File: config.mk
export PLATFORM = sky130hd
export DESIGN_NAME = priority_led_region_arbiter_unit
export DESIGN_NICKNAME = d
export VERILOG_FILES = /design/src/rtl/plra_pkg.sv /design/src/rtl/plra_color_ram.sv /design/src/rtl/priority_led_region_arbiter_unit.sv
export SDC_FILE = /design/constraint.sdc
export NUM_CORES = 2
export LEC_CHECK = 0
export BUFFER_PORTS_ARGS = -buffer_cell sky130_fd_sc_hd__buf_2
export CAP_MARGIN = 10
export CORE_UTILIZATION = 46
export DETAILED_ROUTE_END_ITERATION = 7
export MAX_ROUTING_LAYER = met4
export PLACE_DENSITY_LB_ADDON = 0.3
export REMOVE_ABC_BUFFERS = 1
export SYNTH_ARGS = -nofsm -noshare
export SYNTH_HDL_FRONTEND = slang
export SYNTH_SLANG_ARGS = --single-unit
export TNS_END_PERCENT = 50
File: constraint.sdc
create_clock -name i_clk -period 7.6 [get_ports i_clk]
set_input_delay 0.76 -clock i_clk [delete_from_list [all_inputs] [get_ports i_clk]]
set_output_delay 0.76 -clock i_clk [all_outputs]
set_load 0.005 [all_outputs]
File: src/rtl/plra_pkg.sv
// Package for the LED region arbiter: field widths, defaults, codes and types.
// Used by plra_color_ram, priority_led_region_arbiter_unit and plra_checker.
package plra_pkg;

    // Default sizes of the arbiter.
    localparam int NUM_APPS_DEF    = 8;
    localparam int NUM_REGIONS_DEF = 8;

    // Field widths of the stream items.
    localparam int APP_W       = 3;
    localparam int MASK_W      = 8;
    localparam int REGION_W    = 4;
    localparam int COLOR_W     = 24;
    localparam int DREG_W      = 3;
    localparam int IN_TDATA_W  = 40;
    localparam int OUT_TDATA_W = 40;

    // Driver presence register.
    localparam int                DRV_W     = 8;
    localparam logic [DRV_W-1:0]  DRV_RESET = 8'hFF;

    // Request kinds carried in the input tuser bit.
    localparam logic MODE_CLAIM = 1'b0;
    localparam logic MODE_COLOR = 1'b1;

    // Sequencer states.
    typedef enum logic [1:0] {
        S_IDLE,
        S_WALK,
        S_READ,
        S_LAST
    } t_state;

    // Access strobes toward the color memory.
    typedef struct packed {
        logic wr;
        logic rd;
    } t_ram_ctl;

endpackage

File: src/rtl/plra_color_ram.sv
// Color cache memory: one 24-bit color per application and region, registered read.
// Depends on plra_pkg; clears itself with a sweep after reset.
module plra_color_ram #(
    parameter int ADDR_W = 6
) (
    input  logic                         i_clk,
    input  logic                         i_rst_n,
    input  plra_pkg::t_ram_ctl           i_ctl,
    input  logic [ADDR_W-1:0]            i_addr,
    input  logic [plra_pkg::COLOR_W-1:0] i_wdata,
    output logic [plra_pkg::COLOR_W-1:0] o_rdata,
    output logic                         o_ready
);

    localparam int DEPTH = 2 ** ADDR_W;

    logic [plra_pkg::COLOR_W-1:0] r_mem [DEPTH];
    logic [plra_pkg::COLOR_W-1:0] r_rdata;
    logic [ADDR_W-1:0]            r_clr_addr;
    logic                         r_clearing;

    // Clearing sweep: one entry per cycle from address zero to the top.
    always_ff @(posedge i_clk) begin
        if (!i_rst_n) begin
            r_clearing <= 1'b1;
            r_clr_addr <= '0;
        end else if (r_clearing) begin
            r_clr_addr <= r_clr_addr + ADDR_W'(1);
            if (r_clr_addr == {ADDR_W{1'b1}}) begin
                r_clearing <= 1'b0;
            end
        end
    end

    // Single write port shared by the sweep and the color updates.
    always_ff @(posedge i_clk) begin
        if (r_clearing) begin
            r_mem[r_clr_addr] <= '0;
        end else if (i_ctl.wr) begin
            r_mem[i_addr] <= i_wdata;
        end
    end

    // Registered read; the data holds until the next read.
    always_ff @(posedge i_clk) begin
        if (i_ctl.rd) begin
            r_rdata <= r_mem[i_addr];
        end
    end

    assign o_rdata = r_rdata;
    assign o_ready = !r_clearing;

endmodule

File: src/rtl/priority_led_region_arbiter_unit.sv
// Channel  | Direction | tdata (low bit up)                          | tuser        | tlast
// s_axis   | in        | app, region_mask, region, color, zero pad   | mode         | -
// m_axis   | out       | drive_region, drive_color, grant_mask, pad  | drive_valid  | last
// cfg      | in        | i_cfg_wr_data = region_driver_present       | -            | -
//
// A color request (or one for an absent application) yields one result.
// A claim request walks the regions one per cycle, plus a color memory read (S_READ) for each
// redrive, then sends the closing result (S_LAST). Output stalls hold the walk in place.
// After reset the color memory (64 entries at the defaults) is cleared while s_axis_tready stays low.
// Depends on plra_pkg and plra_color_ram.
module priority_led_region_arbiter_unit #(
    parameter int NUM_APPS    = plra_pkg::NUM_APPS_DEF,
    parameter int NUM_REGIONS = plra_pkg::NUM_REGIONS_DEF
) (
    input  logic                             i_clk,
    input  logic                             i_rst_n,
    // Input stream.
    input  logic                             s_axis_tvalid,
    output logic                             s_axis_tready,
    // tdata: app[2:0], region_mask[10:3], region[14:11], color[38:15], zero[39]
    input  logic [plra_pkg::IN_TDATA_W-1:0]  s_axis_tdata,
    // tuser: mode
    input  logic                             s_axis_tuser,
    // Result stream.
    output logic                             m_axis_tvalid,
    input  logic                             m_axis_tready,
    // tdata: drive_region[2:0], drive_color[26:3], grant_mask[34:27], zero[39:35]
    output logic [plra_pkg::OUT_TDATA_W-1:0] m_axis_tdata,
    // tuser: drive_valid
    output logic                             m_axis_tuser,
    output logic                             m_axis_tlast,
    // Configuration write.
    input  logic                             i_cfg_wr_en,
    input  logic [plra_pkg::DRV_W-1:0]       i_cfg_wr_data
);

    localparam int AW    = $clog2(NUM_APPS);
    localparam int RW    = (NUM_REGIONS > 1) ? $clog2(NUM_REGIONS) : 1;
    localparam int NR    = NUM_REGIONS;
    localparam int AXW   = (AW > plra_pkg::APP_W) ? AW : plra_pkg::APP_W;
    localparam int RXW   = (RW > plra_pkg::REGION_W) ? RW : plra_pkg::REGION_W;
    localparam int DXW   = (RW > plra_pkg::DREG_W) ? RW : plra_pkg::DREG_W;
    localparam int MXW   = (NR > plra_pkg::MASK_W) ? NR : plra_pkg::MASK_W;
    localparam int ADDR_W = AW + RW;

    // Registers.
    plra_pkg::t_state               r_state, n_state;
    logic [NR-1:0]                  r_claim [NUM_APPS];
    logic [NR-1:0]                  n_claim [NUM_APPS];
    logic [AW-1:0]                  r_app, n_app;
    logic [NR-1:0]                  r_changed, n_changed;
    logic [NR-1:0]                  r_grant, n_grant;
    logic [RW-1:0]                  r_region, n_region;
    logic [plra_pkg::DRV_W-1:0]     r_drv;
    logic                           r_out_valid, n_out_valid;
    logic                           r_out_user, n_out_user;
    logic [plra_pkg::DREG_W-1:0]    r_out_region, n_out_region;
    logic [plra_pkg::COLOR_W-1:0]   r_out_color, n_out_color;
    logic [plra_pkg::MASK_W-1:0]    r_out_grant, n_out_grant;
    logic                           r_out_last, n_out_last;

    // Input fields.
    logic [plra_pkg::APP_W-1:0]     in_app;
    logic [plra_pkg::MASK_W-1:0]    in_mask_f;
    logic [plra_pkg::REGION_W-1:0]  in_region;
    logic [plra_pkg::COLOR_W-1:0]   in_color;

    // Derived values.
    logic [AXW-1:0]                 app_x;
    logic                           app_ok;
    logic [AW-1:0]                  app_idx;
    logic [MXW-1:0]                 mask_x;
    logic [NR-1:0]                  in_mask;
    logic [RXW-1:0]                 region_x;
    logic [RXW-1:0]                 idx_x;
    logic                           region_ok;
    logic [RW-1:0]                  in_idx;
    logic [MXW-1:0]                 drv_x;
    logic [NR-1:0]                  drv_nr;
    logic [MXW-1:0]                 gbit_x;
    logic [MXW-1:0]                 grant_x;
    logic [DXW-1:0]                 walk_x;
    logic [RW-1:0]                  own_sel;
    logic [AW-1:0]                  own;
    logic                           out_free;
    logic                           accept;
    logic                           walk_last;
    logic                           color_drive;

    // Memory interface.
    plra_pkg::t_ram_ctl             ram_ctl;
    logic [ADDR_W-1:0]              ram_addr;
    logic [plra_pkg::COLOR_W-1:0]   ram_rdata;
    logic                           ram_ready;

    plra_color_ram #(
        .ADDR_W (ADDR_W)
    ) u_ram (
        .i_clk   (i_clk),
        .i_rst_n (i_rst_n),
        .i_ctl   (ram_ctl),
        .i_addr  (ram_addr),
        .i_wdata (in_color),
        .o_rdata (ram_rdata),
        .o_ready (ram_ready)
    );

    // Field unpacking and range checks.
    assign in_app    = s_axis_tdata[2:0];
    assign in_mask_f = s_axis_tdata[10:3];
    assign in_region = s_axis_tdata[14:11];
    assign in_color  = s_axis_tdata[38:15];

    assign app_x     = AXW'(in_app);
    assign app_ok    = 32'(app_x) < 32'(NUM_APPS);
    assign app_idx   = app_x[AW-1:0];
    assign mask_x    = MXW'(in_mask_f);
    assign in_mask   = mask_x[NR-1:0];
    assign region_x  = RXW'(in_region);
    assign idx_x     = region_x - RXW'(1);
    assign region_ok = (in_region != '0) && (32'(in_region) <= 32'(NUM_REGIONS));
    assign in_idx    = idx_x[RW-1:0];
    assign drv_x     = MXW'(r_drv);
    assign drv_nr    = drv_x[NR-1:0];
    assign gbit_x    = MXW'(1) << in_idx;
    assign grant_x   = MXW'(r_grant);
    assign walk_x    = DXW'(r_region);
    assign walk_last = r_region == RW'(NUM_REGIONS - 1);

    // Owner search: highest application above zero whose claim holds the selected region, else zero.
    assign own_sel = (r_state == plra_pkg::S_IDLE) ? in_idx : r_region;

    always_comb begin
        own = '0;
        for (int a = 1; a < NUM_APPS; a++) begin
            if (r_claim[a][own_sel]) begin
                own = AW'(a);
            end
        end
    end

    assign color_drive = (own == app_idx) && drv_nr[in_idx];

    // Handshake.
    assign out_free      = !r_out_valid || m_axis_tready;
    assign s_axis_tready = (r_state == plra_pkg::S_IDLE) && ram_ready && out_free;
    assign accept        = s_axis_tvalid && s_axis_tready;

    // Sequencer: next state, memory strobes and result loading.
    always_comb begin
        n_state      = r_state;
        n_claim      = r_claim;
        n_app        = r_app;
        n_changed    = r_changed;
        n_grant      = r_grant;
        n_region     = r_region;
        n_out_valid  = r_out_valid && !m_axis_tready;
        n_out_user   = r_out_user;
        n_out_region = r_out_region;
        n_out_color  = r_out_color;
        n_out_grant  = r_out_grant;
        n_out_last   = r_out_last;
        ram_ctl      = '0;
        ram_addr     = {app_idx, in_idx};

        case (r_state)
            plra_pkg::S_IDLE: begin
                if (accept) begin
                    // Default closing result with every field zero.
                    n_out_valid  = 1'b1;
                    n_out_user   = 1'b0;
                    n_out_region = '0;
                    n_out_color  = '0;
                    n_out_grant  = '0;
                    n_out_last   = 1'b1;
                    if (app_ok && (s_axis_tuser == plra_pkg::MODE_CLAIM)) begin
                        // Replace the claim and start the region walk.
                        n_out_valid      = r_out_valid && !m_axis_tready;
                        n_claim[app_idx] = in_mask;
                        n_changed        = r_claim[app_idx] ^ in_mask;
                        n_app            = app_idx;
                        n_grant          = '0;
                        n_region         = '0;
                        n_state          = plra_pkg::S_WALK;
                    end else if (app_ok && region_ok) begin
                        // Cache the color; drive it if the caller owns the region and its driver is present.
                        ram_ctl.wr = 1'b1;
                        if (color_drive) begin
                            n_out_user   = 1'b1;
                            n_out_region = idx_x[plra_pkg::DREG_W-1:0];
                            n_out_color  = in_color;
                            n_out_grant  = gbit_x[plra_pkg::MASK_W-1:0];
                        end
                    end
                end
            end

            plra_pkg::S_WALK: begin
                ram_addr = {own, r_region};
                if (own <= r_app) begin
                    if (own == r_app) begin
                        n_grant[r_region] = r_claim[r_app][r_region];
                    end
                end
                if ((own <= r_app) && r_changed[r_region] && drv_nr[r_region]) begin
                    ram_ctl.rd = 1'b1;
                    n_state    = plra_pkg::S_READ;
                end else if (walk_last) begin
                    n_state = plra_pkg::S_LAST;
                end else begin
                    n_region = r_region + RW'(1);
                end
            end

            plra_pkg::S_READ: begin
                // The owner's cached color is on the read port; send it when the slot frees.
                if (out_free) begin
                    n_out_valid  = 1'b1;
                    n_out_user   = 1'b1;
                    n_out_region = walk_x[plra_pkg::DREG_W-1:0];
                    n_out_color  = ram_rdata;
                    n_out_grant  = '0;
                    n_out_last   = 1'b0;
                    if (walk_last) begin
                        n_state = plra_pkg::S_LAST;
                    end else begin
                        n_region = r_region + RW'(1);
                        n_state  = plra_pkg::S_WALK;
                    end
                end
            end

            plra_pkg::S_LAST: begin
                if (out_free) begin
                    n_out_valid  = 1'b1;
                    n_out_user   = 1'b0;
                    n_out_region = '0;
                    n_out_color  = '0;
                    n_out_grant  = grant_x[plra_pkg::MASK_W-1:0];
                    n_out_last   = 1'b1;
                    n_state      = plra_pkg::S_IDLE;
                end
            end

            default: begin
                n_state = plra_pkg::S_IDLE;
            end
        endcase
    end

    // State and control registers.
    always_ff @(posedge i_clk) begin
        if (!i_rst_n) begin
            r_state     <= plra_pkg::S_IDLE;
            r_out_valid <= 1'b0;
            r_drv       <= plra_pkg::DRV_RESET;
            for (int a = 0; a < NUM_APPS; a++) begin
                r_claim[a] <= '0;
            end
        end else begin
            r_state     <= n_state;
            r_out_valid <= n_out_valid;
            r_claim     <= n_claim;
            if (i_cfg_wr_en) begin
                r_drv <= i_cfg_wr_data;
            end
        end
    end

    // Payload registers.
    always_ff @(posedge i_clk) begin
        r_app        <= n_app;
        r_changed    <= n_changed;
        r_grant      <= n_grant;
        r_region     <= n_region;
        r_out_user   <= n_out_user;
        r_out_region <= n_out_region;
        r_out_color  <= n_out_color;
        r_out_grant  <= n_out_grant;
        r_out_last   <= n_out_last;
    end

    // Result packing.
    assign m_axis_tvalid = r_out_valid;
    assign m_axis_tuser  = r_out_user;
    assign m_axis_tlast  = r_out_last;
    assign m_axis_tdata  = {5'b0, r_out_grant, r_out_color, r_out_region};

endmodule

==> results.py <==
metrics = {
    "cts": {
        "clk_pin_slew_ns": 0.06,
        "cts_resized": 0,
        "tritoncts": "done",
        "post_cts_buffers": 0,
        "cts_made_buffers": 167,
        "cts.path.max_buffers": 3,
        "cts-root-buf": "clkbuf_16",
        "clock_latency_ns": 0.81,
        "holdBufCountCts": 0,
        "cts_max_level": 4,
        "cts.sinks": 1701,
    },
    "drt": {
        "wl_met2_um": 77800,
        "drc": 0,
        "totalWireLength_um": 162000,
        "firstDrtPassIters": 5,
        "vias": 33545,
        "wire_per_inst_um": 29.1,
        "m1WireLength_um": 68100,
        "ant_nets": 0,
        "vias_per_cell": 6.01,
        "wl_met3_um": 12600,
        "drt_iter0_markers": 3818,
        "top_layer_used": "met4",
    },
    "timing": {
        "worst_pin_slew_ns": 1.24,
        "finalSetupTns_ns": 0,
        "maxSlewHeadroom": 0.171,
        "final_max_slew_viol_count": 0,
        "skew_ns": 0.0412,
        "period_minus_slack_ns": 5.65,
        "finalCritPeriodShare": 0.744,
        "max_freq_mhz": 177,
        "final-setup-viol-count": 0,
        "rsz0062_at_grt": "false",
        "finalHoldViolations": 0,
    },
    "final_layout": {
        "fill_cells": 11309,
        "mostFrequentLayoutCell": "edfxtp_1",
        "final_nets": 3600,
        "seq_area_sq_um": 50300,
        "multiInputGateArea_sq_um": 16900,
        "syn_to_final_growth_pct": 13.2,
        "fin_area_sq_um": 76700,
        "layout.cells.most_common_list": "1,619 x edfxtp_1, 420 x mux4_2, 245 x mux2i_1, 170 x clkbuf_16, 138 x nand2_1",
        "layout-drive-gt1-share": 0.284,
    },
    "pwr": {
        "p_leak_nw": 23.6,
        "peakVddDrop_mv": 0.241,
        "pwr_density_cell_nw_per_um2": 275,
        "p_total_mw": 21.1,
    },
    "grt": {
        "grt.total_usage": 0.226,
        "grt_pass1_wl_um": 233000,
        "antenna_found_initial": 10,
        "grt_start_max_net_pins": 100,
        "grt.overflow.total": 0,
        "grt_pass1_vias": 32737,
    },
    "worst_setup_path": {
        "reg2reg_from": "r_state[0]",
        "ff2ff_path_depth": 13,
        "critPathLaunchType": "flip-flop",
        "regToRegSetupSlack_ns": 1.95,
        "cp-end-kind": "flip-flop",
        "critical_path_arrival_ns": 6.32,
        "r2r-end": "u_ram.o_rdata[2]",
        "critical_path_required_ns": 8.27,
        "worstPathMaxFanout": 26,
        "worst-setup-path-type": "flip-flop to flip-flop",
    },
    "synthesis": {
        "synth.distinct_cells": 61,
        "ys_seq_area_frac": 0.742,
        "netlist_area_sq_um": 67800,
        "async_flop_share": 0,
        "ys_warn_count": 0,
        "ys_ff_latch": 1701,
        "synth_edf_count": 1619,
        "syn_avg_cell_area_sq_um": 20.3,
        "syn-instance-count": 3333,
        "synth_flop_cell": "edfxtp_1",
    },
    "floorplan": {
        "std_cell_rows": 140,
        "ios": 98,
        "die_y_um": 386,
        "die_area_sq_um": 149000,
        "initial_core_util": 0.464,
        "dieWidth_um": 386,
        "core-area_sq_um": 146000,
    },
    "placement": {
        "placed_cell_area_sq_um": 71300,
        "gp_congestion": 0.884,
        "dpl.hpwl_um": 91800,
        "io_buffers": 91,
    },
    "worst_hold_path": {
        "hold_start": "i_cfg_wr_data[6]",
        "hp-class": "primary input to flip-flop",
        "holdPathStages": 3,
        "hold_end": "drv_nr[6]",
    },
    "flow_run": {
        "maxCapViolations": 0,
    },
    "run_status": {
        "status": "finished, final reports clean",
    },
}
==> state kept, by name (all words and copies together) (netlist names), 2 cells and up <==
name	flops
r_claim	64
u_ram.r_mem	1536
r_app	3
r_out_color	24
r_out_region	3
u_ram.r_clr_addr	6
drv_nr	8
r_state	2
r_out_grant	8
r_region	3
r_changed	8
u_ram.o_rdata	24
grant_x	8
==> cell type report <==
| class | instances | area share |
|---|---|---|
| Timing Repair Buffer | 229 | 0.0212 |
| Multi-Input combinational cell | 1418 | 0.221 |
| Antenna cell | 1 | 0.0000326 |
| Tap cell | 1917 | 0.0313 |
| Clock inverter | 98 | 0.0132 |
| Clock buffer | 208 | 0.0576 |
| Inverter | 14 | 0.000685 |
| Sequential cell | 1701 | 0.655 |
==> stage by stage <==
| stage | hold WS [ns] | utilization | setup slack [ns] | cells |
|---|---|---|---|---|
| 2_1_floorplan | 0.457 | - | -31.52 | 3133 |
| 4_1_cts | 0.124 | 0.526 | 2.03 | 5585 |
| 5_1_grt | 0.161 | 0.526 | 1.65 | 5585 |
| 3_5_place_dp | 0.490 | 0.488 | 1.46 | 5279 |
| 3_3_place_gp | 0.492 | 0.488 | 1.39 | 5279 |
| 6_report | 0.175 | 0.526 | 1.95 | 5586 |
==> Yosys cell counts (3+ instances only) <==
library cell	instances	share of area
a211o_1	25	0.0032
ha_1	15	0.0028
nand2_1	138	0.0076
inv_1	12	0.00066
mux2_2	49	0.0081
nand3b_1	5	0.00055
a221oi_1	25	0.0032
or3_1	3	0.00028
clkbuf_1	144	0.0080
nor3_1	9	0.00066
and2_1	34	0.0031
a31oi_1	9	0.00083
buf_1	11	0.00061
and3_1	8	0.00074
buf_2	39	0.0029
a21o_1	3	0.00033
nand4_1	3	0.00028
buf_6	3	0.00050
nor2_1	96	0.0053
a311oi_1	11	0.0014
a211oi_1	6	0.00066
o31ai_1	10	0.0011
xnor2_1	15	0.0019
dfxtp_1	82	0.024
edfxtp_1	1619	0.72
nor2b_1	55	0.0051
nor3b_1	6	0.00066
a21oi_1	69	0.0051
a22o_1	28	0.0036
nand3_1	33	0.0024
nand2b_1	8	0.00074
o22ai_1	24	0.0022
o21ai_0	14	0.0010
mux4_2	420	0.14
buf_4	7	0.00078
mux2i_1	247	0.036
a21boi_0	19	0.0021
==> worst max-delay path by stage <==
stage          slack (ns)  cells past startpoint             start           endpoint
2_1_floorplan      -31.52                      9        r_state[1]   u_ram.o_rdata[0]
3_3_place_gp         1.39                     17  s_axis_tdata[11]  u_ram.o_rdata[16]
3_5_place_dp         1.46                     17  s_axis_tdata[11]  u_ram.o_rdata[16]
4_1_cts              2.03                     13        r_state[0]  u_ram.o_rdata[15]
5_1_grt              1.65                     16        r_state[1]  u_ram.o_rdata[10]
6_report             1.95                     13        r_state[0]   u_ram.o_rdata[2]
==> per-layer routing <==
layer | track usage | vias to the layer above
met5 | - | -
met4 | 0.0640 | 0
met3 | 0.0420 | 230
met2 | 0.343 | 1363
met1 | 0.315 | 17810
li1 | - | 14142
==> logic make-up after synthesis <==
family	after synthesis	share of synthesized area
flops	1701	0.742
mux	716	0.184
simple gates	404	0.0285
compound gates	262	0.0273
buf+inv	218	0.0135
xor+xnor	16	0.00207
fa+ha+maj	15	0.00277
other cells	1	0.0000553
==> report_power, final <==
group          internal (mW)  switching (mW)
sequential              10.3          0.0529
clock                   4.69            3.50
combinational          0.934            1.62
==> critical path: stages (launching register included) <==
cell and delay [ns]:
dfxtp_1 0.37, inv_1 0.15, ha_1 0.46, or2_1 0.28
and2_1 0.44, mux4_2 0.60, mux2i_1 0.38, nand2_1 0.09
o211ai_1 0.31, a31o_4 0.42, buf_4 0.50, mux2_2 0.48
a221oi_1 0.85, a211o_1 0.17
Power figures use the tool's default switching activity.
